File: config.mk
export PLATFORM = sky130hd
export DESIGN_NAME = texel_layout_address_and_pack_flat
export DESIGN_NICKNAME = d
export VERILOG_FILES = /design/src/hw/rtl/tlap_pkg.sv /design/src/hw/rtl/tlap_if.sv /design/src/hw/rtl/texel_layout_address_and_pack.sv /design/src/flat_wrapper.sv
export SDC_FILE = /design/constraint.sdc
export NUM_CORES = 1
export LEC_CHECK = 0
export BUFFER_PORTS_ARGS = -buffer_cell sky130_fd_sc_hd__buf_2
export CORE_MARGIN = 2
export CORE_UTILIZATION = 56
export DETAILED_ROUTE_END_ITERATION = 8
export PLACE_DENSITY = 0.83
export SLEW_MARGIN = 20
export SYNTH_ARGS = -nofsm -noshare
export SYNTH_HDL_FRONTEND = slang
export SYNTH_SLANG_ARGS = --single-unit
File: constraint.sdc
create_clock -name clk -period 6.3 [get_ports clk]
set_input_delay 0.945 -clock clk [delete_from_list [all_inputs] [get_ports clk]]
set_output_delay 0.945 -clock clk [all_outputs]
set_load 0.02 [all_outputs]
File: src/hw/rtl/tlap_pkg.sv
package tlap_pkg;

  localparam int COORD_W    = 16;
  localparam int COORD_BITS = 16;
  localparam int BYTE_W     = 8;
  localparam int ADDR_W     = 32;
  localparam int TEXEL_W    = 32;
  localparam int WIDTH_W    = 16;
  localparam int CFG_IDX_W  = 2;
  localparam int CFG_DATA_W = 16;
  localparam int MODE_W     = 2;
  localparam int CHAN_W     = 3;

  localparam logic [COORD_W-1:0] COORD_MASK =
    COORD_W'((33'd1 << COORD_BITS) - 33'd1);

  localparam logic [MODE_W-1:0] LAYOUT_LINEAR   = 2'd0;
  localparam logic [MODE_W-1:0] LAYOUT_TILE4    = 2'd1;
  localparam logic [MODE_W-1:0] LAYOUT_MORTON32 = 2'd2;

  localparam logic [CFG_IDX_W-1:0] CFG_LAYOUT_MODE   = 2'd0;
  localparam logic [CFG_IDX_W-1:0] CFG_IMAGE_WIDTH   = 2'd1;
  localparam logic [CFG_IDX_W-1:0] CFG_CHANNEL_COUNT = 2'd2;

  localparam logic [CHAN_W-1:0] CHAN_RGB  = 3'd3;
  localparam logic [CHAN_W-1:0] CHAN_RGBA = 3'd4;

  localparam logic [BYTE_W-1:0] ALPHA_OPAQUE = 8'hFF;

  localparam int TILE4_SHIFT  = 2;
  localparam int TILE32_SHIFT = 5;
  localparam int TILE4_AREA_SHIFT  = 2 * TILE4_SHIFT;
  localparam int TILE32_AREA_SHIFT = 2 * TILE32_SHIFT;

endpackage

File: src/hw/rtl/tlap_if.sv
interface tlap_in_if;
  import tlap_pkg::*;

  logic                 valid;
  logic                 ready;
  logic [COORD_W-1:0]   pos_x;
  logic [COORD_W-1:0]   pos_y;
  logic [BYTE_W-1:0]    src_byte0;
  logic [BYTE_W-1:0]    src_byte1;
  logic [BYTE_W-1:0]    src_byte2;
  logic [BYTE_W-1:0]    src_byte3;

  modport source (output valid, pos_x, pos_y, src_byte0, src_byte1, src_byte2, src_byte3,
                  input ready);
  modport sink   (input valid, pos_x, pos_y, src_byte0, src_byte1, src_byte2, src_byte3,
                  output ready);
endinterface

interface tlap_out_if;
  import tlap_pkg::*;

  logic                 valid;
  logic                 ready;
  logic [ADDR_W-1:0]    word_address;
  logic [TEXEL_W-1:0]   packed_texel;

  modport source (output valid, word_address, packed_texel, input ready);
  modport sink   (input valid, word_address, packed_texel, output ready);
endinterface

File: src/hw/rtl/texel_layout_address_and_pack.sv
// Three register stages (operand select, multiply, add/pack); each input transfer
// passes through them in that order before its result is offered on out_ch.
// Throughput: one texel per cycle; the whole pipeline advances when the output
// register is empty or its result is taken, so a stall freezes every stage.
// Reset (synchronous, rst_n low): all stage valid bits clear; registers return to
// linear layout, width 1, four channels.
module texel_layout_address_and_pack
  import tlap_pkg::*;
(
  input  logic                  clk,
  input  logic                  rst_n,
  tlap_in_if.sink               in_ch,
  tlap_out_if.source            out_ch,
  input  logic                  cfg_we,
  input  logic [CFG_IDX_W-1:0]  cfg_index,
  input  logic [CFG_DATA_W-1:0] cfg_wdata
);

  logic [MODE_W-1:0]  mode_r;
  logic [WIDTH_W-1:0] width_r;
  logic [CHAN_W-1:0]  chan_r;

  logic               advance;

  // stage 1
  logic               v1_r;
  logic [COORD_W-1:0] mul_a_r, mul_a_nxt;
  logic [WIDTH_W-1:0] mul_b_r, mul_b_nxt;
  logic [COORD_W-1:0] xadd_r, xadd_nxt;
  logic [TILE32_AREA_SHIFT-1:0] ofs_r, ofs_nxt;
  logic [MODE_W-1:0]  lmode1_r, lmode_nxt;
  logic [TEXEL_W-1:0] texel1_r, texel_nxt;

  // stage 2
  logic               v2_r;
  logic [ADDR_W-1:0]  prod_r;
  logic [COORD_W-1:0] xadd2_r;
  logic [TILE32_AREA_SHIFT-1:0] ofs2_r;
  logic [MODE_W-1:0]  lmode2_r;
  logic [TEXEL_W-1:0] texel2_r;

  // stage 3 / output
  logic               v3_r;
  logic [ADDR_W-1:0]  addr_r, addr_nxt;
  logic [TEXEL_W-1:0] texel3_r;

  logic [COORD_W-1:0] x_in, y_in;
  logic [WIDTH_W:0]   tiles4_sum, tiles32_sum;
  logic [ADDR_W-1:0]  row_sum;

  function automatic logic [TILE32_AREA_SHIFT-1:0] morton5(
    input logic [TILE32_SHIFT-1:0] tx,
    input logic [TILE32_SHIFT-1:0] ty
  );
    logic [TILE32_AREA_SHIFT-1:0] code;
    code = '0;
    for (int i = 0; i < TILE32_SHIFT; i++) begin
      code[2*i]   = tx[i];
      code[2*i+1] = ty[i];
    end
    return code;
  endfunction

  always_ff @(posedge clk) begin
    if (!rst_n) begin
      mode_r  <= LAYOUT_LINEAR;
      width_r <= WIDTH_W'(1);
      chan_r  <= CHAN_RGBA;
    end else if (cfg_we) begin
      unique case (cfg_index)
        CFG_LAYOUT_MODE:   mode_r  <= cfg_wdata[MODE_W-1:0];
        CFG_IMAGE_WIDTH:   width_r <= cfg_wdata[WIDTH_W-1:0];
        CFG_CHANNEL_COUNT: chan_r  <= cfg_wdata[CHAN_W-1:0];
        default: ;
      endcase
    end
  end

  assign advance     = !v3_r || out_ch.ready;
  assign in_ch.ready = advance;

  assign x_in        = in_ch.pos_x & COORD_MASK;
  assign y_in        = in_ch.pos_y & COORD_MASK;
  assign tiles4_sum  = {1'b0, width_r} + (WIDTH_W+1)'(3);
  assign tiles32_sum = {1'b0, width_r} + (WIDTH_W+1)'(31);

  always_comb begin
    lmode_nxt = mode_r;
    unique case (mode_r)
      LAYOUT_TILE4: begin
        mul_a_nxt = y_in >> TILE4_SHIFT;
        mul_b_nxt = WIDTH_W'(tiles4_sum >> TILE4_SHIFT);
        xadd_nxt  = x_in >> TILE4_SHIFT;
        ofs_nxt   = TILE32_AREA_SHIFT'({y_in[TILE4_SHIFT-1:0], x_in[TILE4_SHIFT-1:0]});
      end
      LAYOUT_MORTON32: begin
        mul_a_nxt = y_in >> TILE32_SHIFT;
        mul_b_nxt = WIDTH_W'(tiles32_sum >> TILE32_SHIFT);
        xadd_nxt  = x_in >> TILE32_SHIFT;
        ofs_nxt   = morton5(x_in[TILE32_SHIFT-1:0], y_in[TILE32_SHIFT-1:0]);
      end
      default: begin
        lmode_nxt = LAYOUT_LINEAR;
        mul_a_nxt = y_in;
        mul_b_nxt = width_r;
        xadd_nxt  = x_in;
        ofs_nxt   = '0;
      end
    endcase
  end

  always_comb begin
    unique case (chan_r)
      CHAN_RGB:  texel_nxt = {in_ch.src_byte0, in_ch.src_byte1, in_ch.src_byte2, ALPHA_OPAQUE};
      CHAN_RGBA: texel_nxt = {in_ch.src_byte0, in_ch.src_byte1, in_ch.src_byte2,
                              in_ch.src_byte3};
      default:   texel_nxt = {in_ch.src_byte0, in_ch.src_byte0, in_ch.src_byte0, ALPHA_OPAQUE};
    endcase
  end

  assign row_sum = prod_r + ADDR_W'(xadd2_r);

  always_comb begin
    unique case (lmode2_r)
      LAYOUT_TILE4:    addr_nxt = (row_sum << TILE4_AREA_SHIFT) + ADDR_W'(ofs2_r);
      LAYOUT_MORTON32: addr_nxt = (row_sum << TILE32_AREA_SHIFT) + ADDR_W'(ofs2_r);
      default:         addr_nxt = row_sum;
    endcase
  end

  always_ff @(posedge clk) begin
    if (!rst_n) begin
      v1_r <= 1'b0;
      v2_r <= 1'b0;
      v3_r <= 1'b0;
    end else if (advance) begin
      v1_r <= in_ch.valid;
      v2_r <= v1_r;
      v3_r <= v2_r;
    end
  end

  always_ff @(posedge clk) begin
    if (advance) begin
      mul_a_r  <= mul_a_nxt;
      mul_b_r  <= mul_b_nxt;
      xadd_r   <= xadd_nxt;
      ofs_r    <= ofs_nxt;
      lmode1_r <= lmode_nxt;
      texel1_r <= texel_nxt;

      prod_r   <= ADDR_W'(mul_a_r) * ADDR_W'(mul_b_r);
      xadd2_r  <= xadd_r;
      ofs2_r   <= ofs_r;
      lmode2_r <= lmode1_r;
      texel2_r <= texel1_r;

      addr_r   <= addr_nxt;
      texel3_r <= texel2_r;
    end
  end

  assign out_ch.valid        = v3_r;
  assign out_ch.word_address = addr_r;
  assign out_ch.packed_texel = texel3_r;

  a_reset_clears: assert property (@(posedge clk) !rst_n |=> !v1_r && !v2_r && !v3_r)
    else $error("pipeline valid bits not cleared by reset");

  a_linear_operand: assert property (@(posedge clk) disable iff (!rst_n)
    v1_r && lmode1_r == LAYOUT_LINEAR |-> mul_b_r == width_r && ofs_r == '0)
    else $error("linear layout operands wrong");

  a_alpha_opaque: assert property (@(posedge clk) disable iff (!rst_n)
    v1_r && chan_r != CHAN_RGBA |-> texel1_r[BYTE_W-1:0] == ALPHA_OPAQUE)
    else $error("alpha not opaque for non-RGBA channel count");

  a_tile4_offset: assert property (@(posedge clk) disable iff (!rst_n)
    v2_r && advance && lmode2_r == LAYOUT_TILE4
      |=> addr_r[TILE4_AREA_SHIFT-1:0] == $past(ofs2_r[TILE4_AREA_SHIFT-1:0]))
    else $error("4x4 tile in-tile offset lost");

endmodule
File: src/flat_wrapper.sv
// flat-port wrapper written by rule: the top's interface ports become plain ports
module texel_layout_address_and_pack_flat import tlap_pkg::*;
  (clk, rst_n, cfg_we, cfg_index, cfg_wdata, in_ch_valid, in_ch_pos_x, in_ch_pos_y, in_ch_src_byte0, in_ch_src_byte1, in_ch_src_byte2, in_ch_src_byte3, in_ch_ready, out_ch_valid, out_ch_word_address, out_ch_packed_texel, out_ch_ready);
  tlap_in_if in_ch_i ();
  tlap_out_if out_ch_i ();
  input  logic clk;
  input  logic rst_n;
  input  logic cfg_we;
  input  logic [CFG_IDX_W-1:0] cfg_index;
  input  logic [CFG_DATA_W-1:0] cfg_wdata;
  input wire logic [$bits(in_ch_i.valid)-1:0] in_ch_valid;
  input wire logic [$bits(in_ch_i.pos_x)-1:0] in_ch_pos_x;
  input wire logic [$bits(in_ch_i.pos_y)-1:0] in_ch_pos_y;
  input wire logic [$bits(in_ch_i.src_byte0)-1:0] in_ch_src_byte0;
  input wire logic [$bits(in_ch_i.src_byte1)-1:0] in_ch_src_byte1;
  input wire logic [$bits(in_ch_i.src_byte2)-1:0] in_ch_src_byte2;
  input wire logic [$bits(in_ch_i.src_byte3)-1:0] in_ch_src_byte3;
  output wire logic [$bits(in_ch_i.ready)-1:0] in_ch_ready;
  output wire logic [$bits(out_ch_i.valid)-1:0] out_ch_valid;
  output wire logic [$bits(out_ch_i.word_address)-1:0] out_ch_word_address;
  output wire logic [$bits(out_ch_i.packed_texel)-1:0] out_ch_packed_texel;
  input wire logic [$bits(out_ch_i.ready)-1:0] out_ch_ready;
  assign in_ch_i.valid = in_ch_valid;
  assign in_ch_i.pos_x = in_ch_pos_x;
  assign in_ch_i.pos_y = in_ch_pos_y;
  assign in_ch_i.src_byte0 = in_ch_src_byte0;
  assign in_ch_i.src_byte1 = in_ch_src_byte1;
  assign in_ch_i.src_byte2 = in_ch_src_byte2;
  assign in_ch_i.src_byte3 = in_ch_src_byte3;
  assign in_ch_ready = in_ch_i.ready;
  assign out_ch_valid = out_ch_i.valid;
  assign out_ch_word_address = out_ch_i.word_address;
  assign out_ch_packed_texel = out_ch_i.packed_texel;
  assign out_ch_i.ready = out_ch_ready;
  texel_layout_address_and_pack u_core (.clk(clk), .rst_n(rst_n), .in_ch(in_ch_i), .out_ch(out_ch_i), .cfg_we(cfg_we), .cfg_index(cfg_index), .cfg_wdata(cfg_wdata));
endmodule
# After elaboration in Yosys (flattened, before gate mapping)
# Index checks and enable logic that the tools add are counted.
# op_classes
eq_ne,8
mux,6
mul,1
reduce_logical,7
addsub,5
# ops
operator,count
one-hot mux 16 bit (2 select lines),3
adder 32 x 10 -> 32 bit,2
one-hot mux 32 bit (2 select lines),1
one-hot mux 24 bit (2 select lines),1
adder 32 x 16 -> 32 bit,1
multiplier 16 x 16 -> 32 bit,1
one-hot mux 10 bit (2 select lines),1
adder 16 x 2 -> 17 bit (second input constant),1
adder 16 x 5 -> 17 bit (second input constant),1
== test 2 x 1 -> 1 bit (second input constant),3
== test 2 bit (second input constant),3
AND reduction 2 bit,3
== test 3 x 2 -> 1 bit (second input constant),1
== test 3 bit (second input constant),1
logical NOT 2 bit,1
OR reduction 2 bit,1
logical NOT 1 bit,1
logical OR 1 bit,1
# totals
regBits,272
in_bits,87
elab_cells,46

# Longest topological paths before layout
# logic_depth
depth_word,3
depth_mapped,24

# Worst setup path after synthesis
# Ideal clock, no wire load.
# synth_timing
kind,input-to-output
start,input port out_ch_ready
end,output port in_ch_ready
arrival_time_ps,5951
t_required_ps,5355
slack_ps,-596
path_stages,2
cell_sequence,nor2b_1 -> inv_1
# synth_via
elab_chain_cells,1
# synth_rtl
element,line_no,text
from (decl),flat_wrapper.sv:22,input wire logic [$bits(out_ch_i.ready)-1:0] out_ch_ready;
logical OR 1 bit,texel_layout_address_and_pack.sv:79,assign advance = !v3_r || out_ch.ready;
to (decl),flat_wrapper.sv:18,output wire logic [$bits(in_ch_i.ready)-1:0] in_ch_ready;
# Every way passes these cells.

# Worst setup path after layout
# layout_timing
start,register u_core.mul_a_r[13]
end,"register u_core.prod_r[31], data pin"
# layout_via
elab_chain_cells,1
# layout_rtl
element,line_no,text
from (decl),texel_layout_address_and_pack.sv:27,"logic [COORD_W-1:0] mul_a_r, mul_a_nxt;"
from (signal assigned),texel_layout_address_and_pack.sv:145,mul_a_r <= mul_a_nxt;
multiplier 16 x 16 -> 32 bit,texel_layout_address_and_pack.sv:152,prod_r <= ADDR_W'(mul_a_r) * ADDR_W'(mul_b_r);
to (signal assigned),texel_layout_address_and_pack.sv:152,
to (decl),texel_layout_address_and_pack.sv:36,logic [ADDR_W-1:0] prod_r;
# Every way passes these cells.
# A chain may end at the register's enable or synchronous reset.

==> summary.txt <==
Timing
  • Final setup violation count: 0
  • Clock Skew: 0.0168 ns
  • Final setup TNS: 0 ns
  • Max Freq: 162 MHz
  • Fin. max-slew vios: 0
  • Fin crit share: 98.0%
  • Least-Margin Pin Slew: 1.11 ns
  • Final worst path period need: 6.17 ns
  • Max transition margin: 26.1%
  • Endpoints failing hold: 0

Detailed routing
  • DRC viols: 0
  • DRT iter0 DRCs: 1115
  • First-pass detailed-route iteration total: 5
  • Antenna Nets Post-Route: 0
  • Final WL: 46.9 mm
  • Via Count: 14700
  • Vias per inst: 5.67
  • DR WL/cell: roughly 18 um

Worst setup path
  • Startpoint types: register
  • Critical path's top delay family: adder cells
  • Instance count on the critical path: 21
  • Crit path DAT: 6.47 ns
  • Worst path bufs/invs: 4
  • CP Capture Point: u_core.prod_r[31]
  • Reg-to-Reg End: u_core.prod_r[31]
  • RR Startpoint: u_core.mul_a_r[13]
  • CP Cell Sequence: buf_4 > and2_1 > fa_1 > fa_1 > inv_1 > fa_1 > inv_1 > fa_1 > fa_1 > ha_1 > ha_1 > a21o_1 > a21o_1 > a21o_1 > a21oi_1 > inv_1 > a31oi_4 > o2111ai_2 > a21o_1 > a21oi_2 > xnor2_1
  • Reg2reg path depth: 21
  • Crit path max fanout: 10
  • Crit-path most repeated cell: fa_1
  • CP Capture Type: register
  • Worst path max stage delay: 0.55 ns
  • Critical Path RT: about 6.6 ns
  • Reg2Reg Setup Slack: roughly 0.13 ns
  • CP max stage cell: fa_1
  • Setup Crit Path Kind: register to register
  • Crit path launch: u_core.mul_a_r[13]

Layout
  • Layout area overhead: 12.5%
  • Number of fill cells: 2703
  • Layout cell share with drive strength beyond 1: 15.5%
  • Final net count: ~2500
  • Utilization after layout: around 64%
  • Layout Cells excl Fill: 2593

Yosys
  • Register area share after synthesis: 38.0%
  • Unique masters post-synth: between 70 and 80
  • Gate count of the mapped netlist: between 1500 and 2000
  • Mapped Area: 0.0208 mm^2
  • Number of flops mapped to enable cells by yosys: 248
  • Mean Syn Cell Area: 10.7 um^2
  • Syn Nets: about 2400
  • Post-synthesis register bit count: 272
  • Yosys warns: 0
  • Dominant synthesized flop cell: edfxtp_1
  • Fraction of registers with async set/reset: 0%

Global routing
  • Largest net degree at the start of global routing: 220
  • First-pass GRT wire length: around 75 mm
  • Vias in the first global route: 15000
  • Total track usage: about 24%
  • Initial antenna violation count: 4
  • Total gr overflow: 0

Job
  • Max Cap Viol: 0

Power
  • Combinational power share: 43.5%
  • Pwr per Cell Area: 311 mW/mm^2
  • Internal Pwr Total: 4.57 mW
  • Switching share of power: 37.4%
  • Reg power frac: 34.5%
  • Clock Power Share: around 22%
  • Leakage: between 10 and 15 nW
  • Switching power total: 2.73 mW
  • Worst vdd ir: 0.240 mV

Clocking
  • Post-cts hold buffer count: 0
  • Clk root buf: clkbuf_16
  • Sink Count: 272
  • H-tree depth: 1
  • Longest Clk Path Bufs: 3
  • CTS tree: done
  • CTS clk-pin slew, worst paths: 0.07 ns
  • Num CTS Buffers: 28
  • Clock Latency Late Sink: 0.55 ns

Die
  • FP Rows: 70
  • I/O pin count: around 150
  • Die footprint: 0.0388 mm^2
  • Initial core utilization: 57.0%
  • Die X: 197 um
  • Core area: 0.0366 mm^2
  • Die height: a little under 200 um

Min path
  • Hold/Removal Path Class: register to register

Placement
  • Post-Place Cells: 2524
  • I/O Buffers: 152
  • Placer Congestion: 0.946
  • Final HPWL DP: 35.6 mm

Run status
  • Status: finished, final reports clean
[power groups by stage]
stage / combinational (mW) / sequential (mW) / clock [mW]
floorplan: 2.13 / 2.65 / 0
global placement: 2.88 / 2.54 / 0
detailed placement: 2.98 / 2.56 / 0
CTS: 3.01 / 2.52 / 1.63
global route: 3.54 / 2.55 / 1.70
finish: 3.18 / 2.52 / 1.61
[layout by cell type, fill, tap and decap left out, types with 5 or more instances in the layout]
cell and count:
nor3_1 17, o211ai_1 5, edfxtp_1 248, xnor2_1 67, clkinv_2 6, nor2_1 59, o21ai_0 59, nand3_1 25
mux2_2 18, buf_2 152, inv_1 265, o21a_1 13, ha_1 123, nand4_1 9, clkbuf_16 29, nand2b_1 14
a21oi_1 54, fa_1 194, a221oi_1 21, nand2_1 244, mux2i_1 7, nor2b_1 13, xor2_1 29, a211oi_2 6
a21o_1 26, a32oi_1 5, o21bai_1 9, a22oi_1 35, and3_1 13, a22o_1 8, and2_1 132, dfxtp_1 24
buf_4 60, a21boi_0 19
[worst min-delay path by stage]
stage	start	end	slack [ns]	cells after the start
after floorplan	u_core.lmode1_r[0]	u_core.lmode2_r[0]	0.40	0
after global placement	u_core.texel1_r[3]	u_core.texel2_r[3]	0.40	0
after detailed placement	u_core.lmode1_r[0]	u_core.lmode2_r[0]	0.40	0
after CTS	u_core.texel1_r[26]	u_core.texel2_r[26]	0.41	0
after global routing	u_core.texel1_r[26]	u_core.texel2_r[26]	0.42	0
final	u_core.texel1_r[26]	u_core.texel2_r[26]	0.42	0
[routing by layer]
| metal | wire length (um) | GRT usage, % | part of all wire [%] |
|---|---|---|---|
| met5 | 13 | 0 | 0.028 |
| met4 | 1180 | 7.74 | 2.5 |
| met3 | 3320 | 4.26 | 7.1 |
| met2 | 23200 | 40.9 | 49 |
| met1 | 19200 | 31.8 | 41 |
[final cells by class]
cell class | instances | area, um^2 | area share [%]
timing repair buffer | 218 | 1310 | 5.56
multi-input combinational | 1317 | 11700 | 50.0
clock inverter | 16 | 143 | 0.608
inverter | 266 | 1000 | 4.27
tap | 468 | 586 | 2.50
sequential | 272 | 7930 | 33.8
antenna | 2 | 5.00 | 0.0213
clock buffer | 34 | 754 | 3.22
[through the flow]
stage | hold slack (ns) | power (mW) | worst slack [ns] | area (um^2)
floorplan | 0.400 | 4.78 | 0.147 | 20900
global placement | 0.400 | 5.42 | 0.132 | 22300
detailed placement | 0.405 | 5.54 | -0.0372 | 22300
CTS | 0.407 | 7.16 | 0.0141 | 23200
global route | 0.417 | 7.78 | -0.0406 | 23500
finish | 0.416 | 7.30 | 0.126 | 23500
[kinds of logic after synthesis]
| kind of cell | Yosys count | synth area share (%) |
|---|---|---|
| compound gates | 308 | 10.4 |
| fa+ha+maj | 326 | 26.6 |
| flops | 272 | 38.0 |
| simple gates | 561 | 13.1 |
| buf+inv | 354 | 6.43 |
| xor+xnor | 97 | 4.11 |
| mux | 25 | 1.31 |
[state kept, by name (all words and copies together) (netlist names), 16 cells and up]
name,flops
u_core.xadd2_r,16
u_core.texel1_r,32
u_core.mul_b_r,16
u_core.out_ch.packed_texel,32
u_core.texel2_r,32
u_core.out_ch.word_address,32
u_core.xadd_r,16
u_core.mul_a_r,16
u_core.width_r,16
u_core.prod_r,32
[repair_timing]
action	in CTS	in global routing
pin swaps	0	17
endpoints found under the setup margin	2	7
setup buffers	1	16
resized for setup	0	29
[cell usage after synthesis (6+ instances only)]
library cell / instances / share of area (%)
and2_1: 135 / 4.1
nand4_1: 9 / 0.27
nand2_1: 245 / 4.4
a221oi_1: 21 / 0.88
nand3_1: 25 / 0.60
o21ai_0: 61 / 1.5
a21oi_1: 56 / 1.3
mux2i_1: 7 / 0.34
ha_1: 130 / 7.8
mux2_2: 18 / 0.97
dfxtp_1: 24 / 2.3
nor2_1: 61 / 1.1
a22o_1: 8 / 0.34
xor2_1: 29 / 1.2
a22oi_1: 35 / 1.3
and3_1: 13 / 0.39
a31oi_1: 6 / 0.18
o21a_1: 13 / 0.47
buf_1: 6 / 0.11
fa_1: 196 / 19
nor2b_1: 13 / 0.39
a21boi_0: 19 / 0.68
edfxtp_1: 248 / 36
xnor2_1: 67 / 2.8
clkbuf_1: 79 / 1.4
o21bai_1: 9 / 0.32
a21o_1: 26 / 0.94
nor3_1: 17 / 0.41
nand2b_1: 14 / 0.42
inv_1: 266 / 4.8
Note: power is estimated with default switching activity, not from simulation.
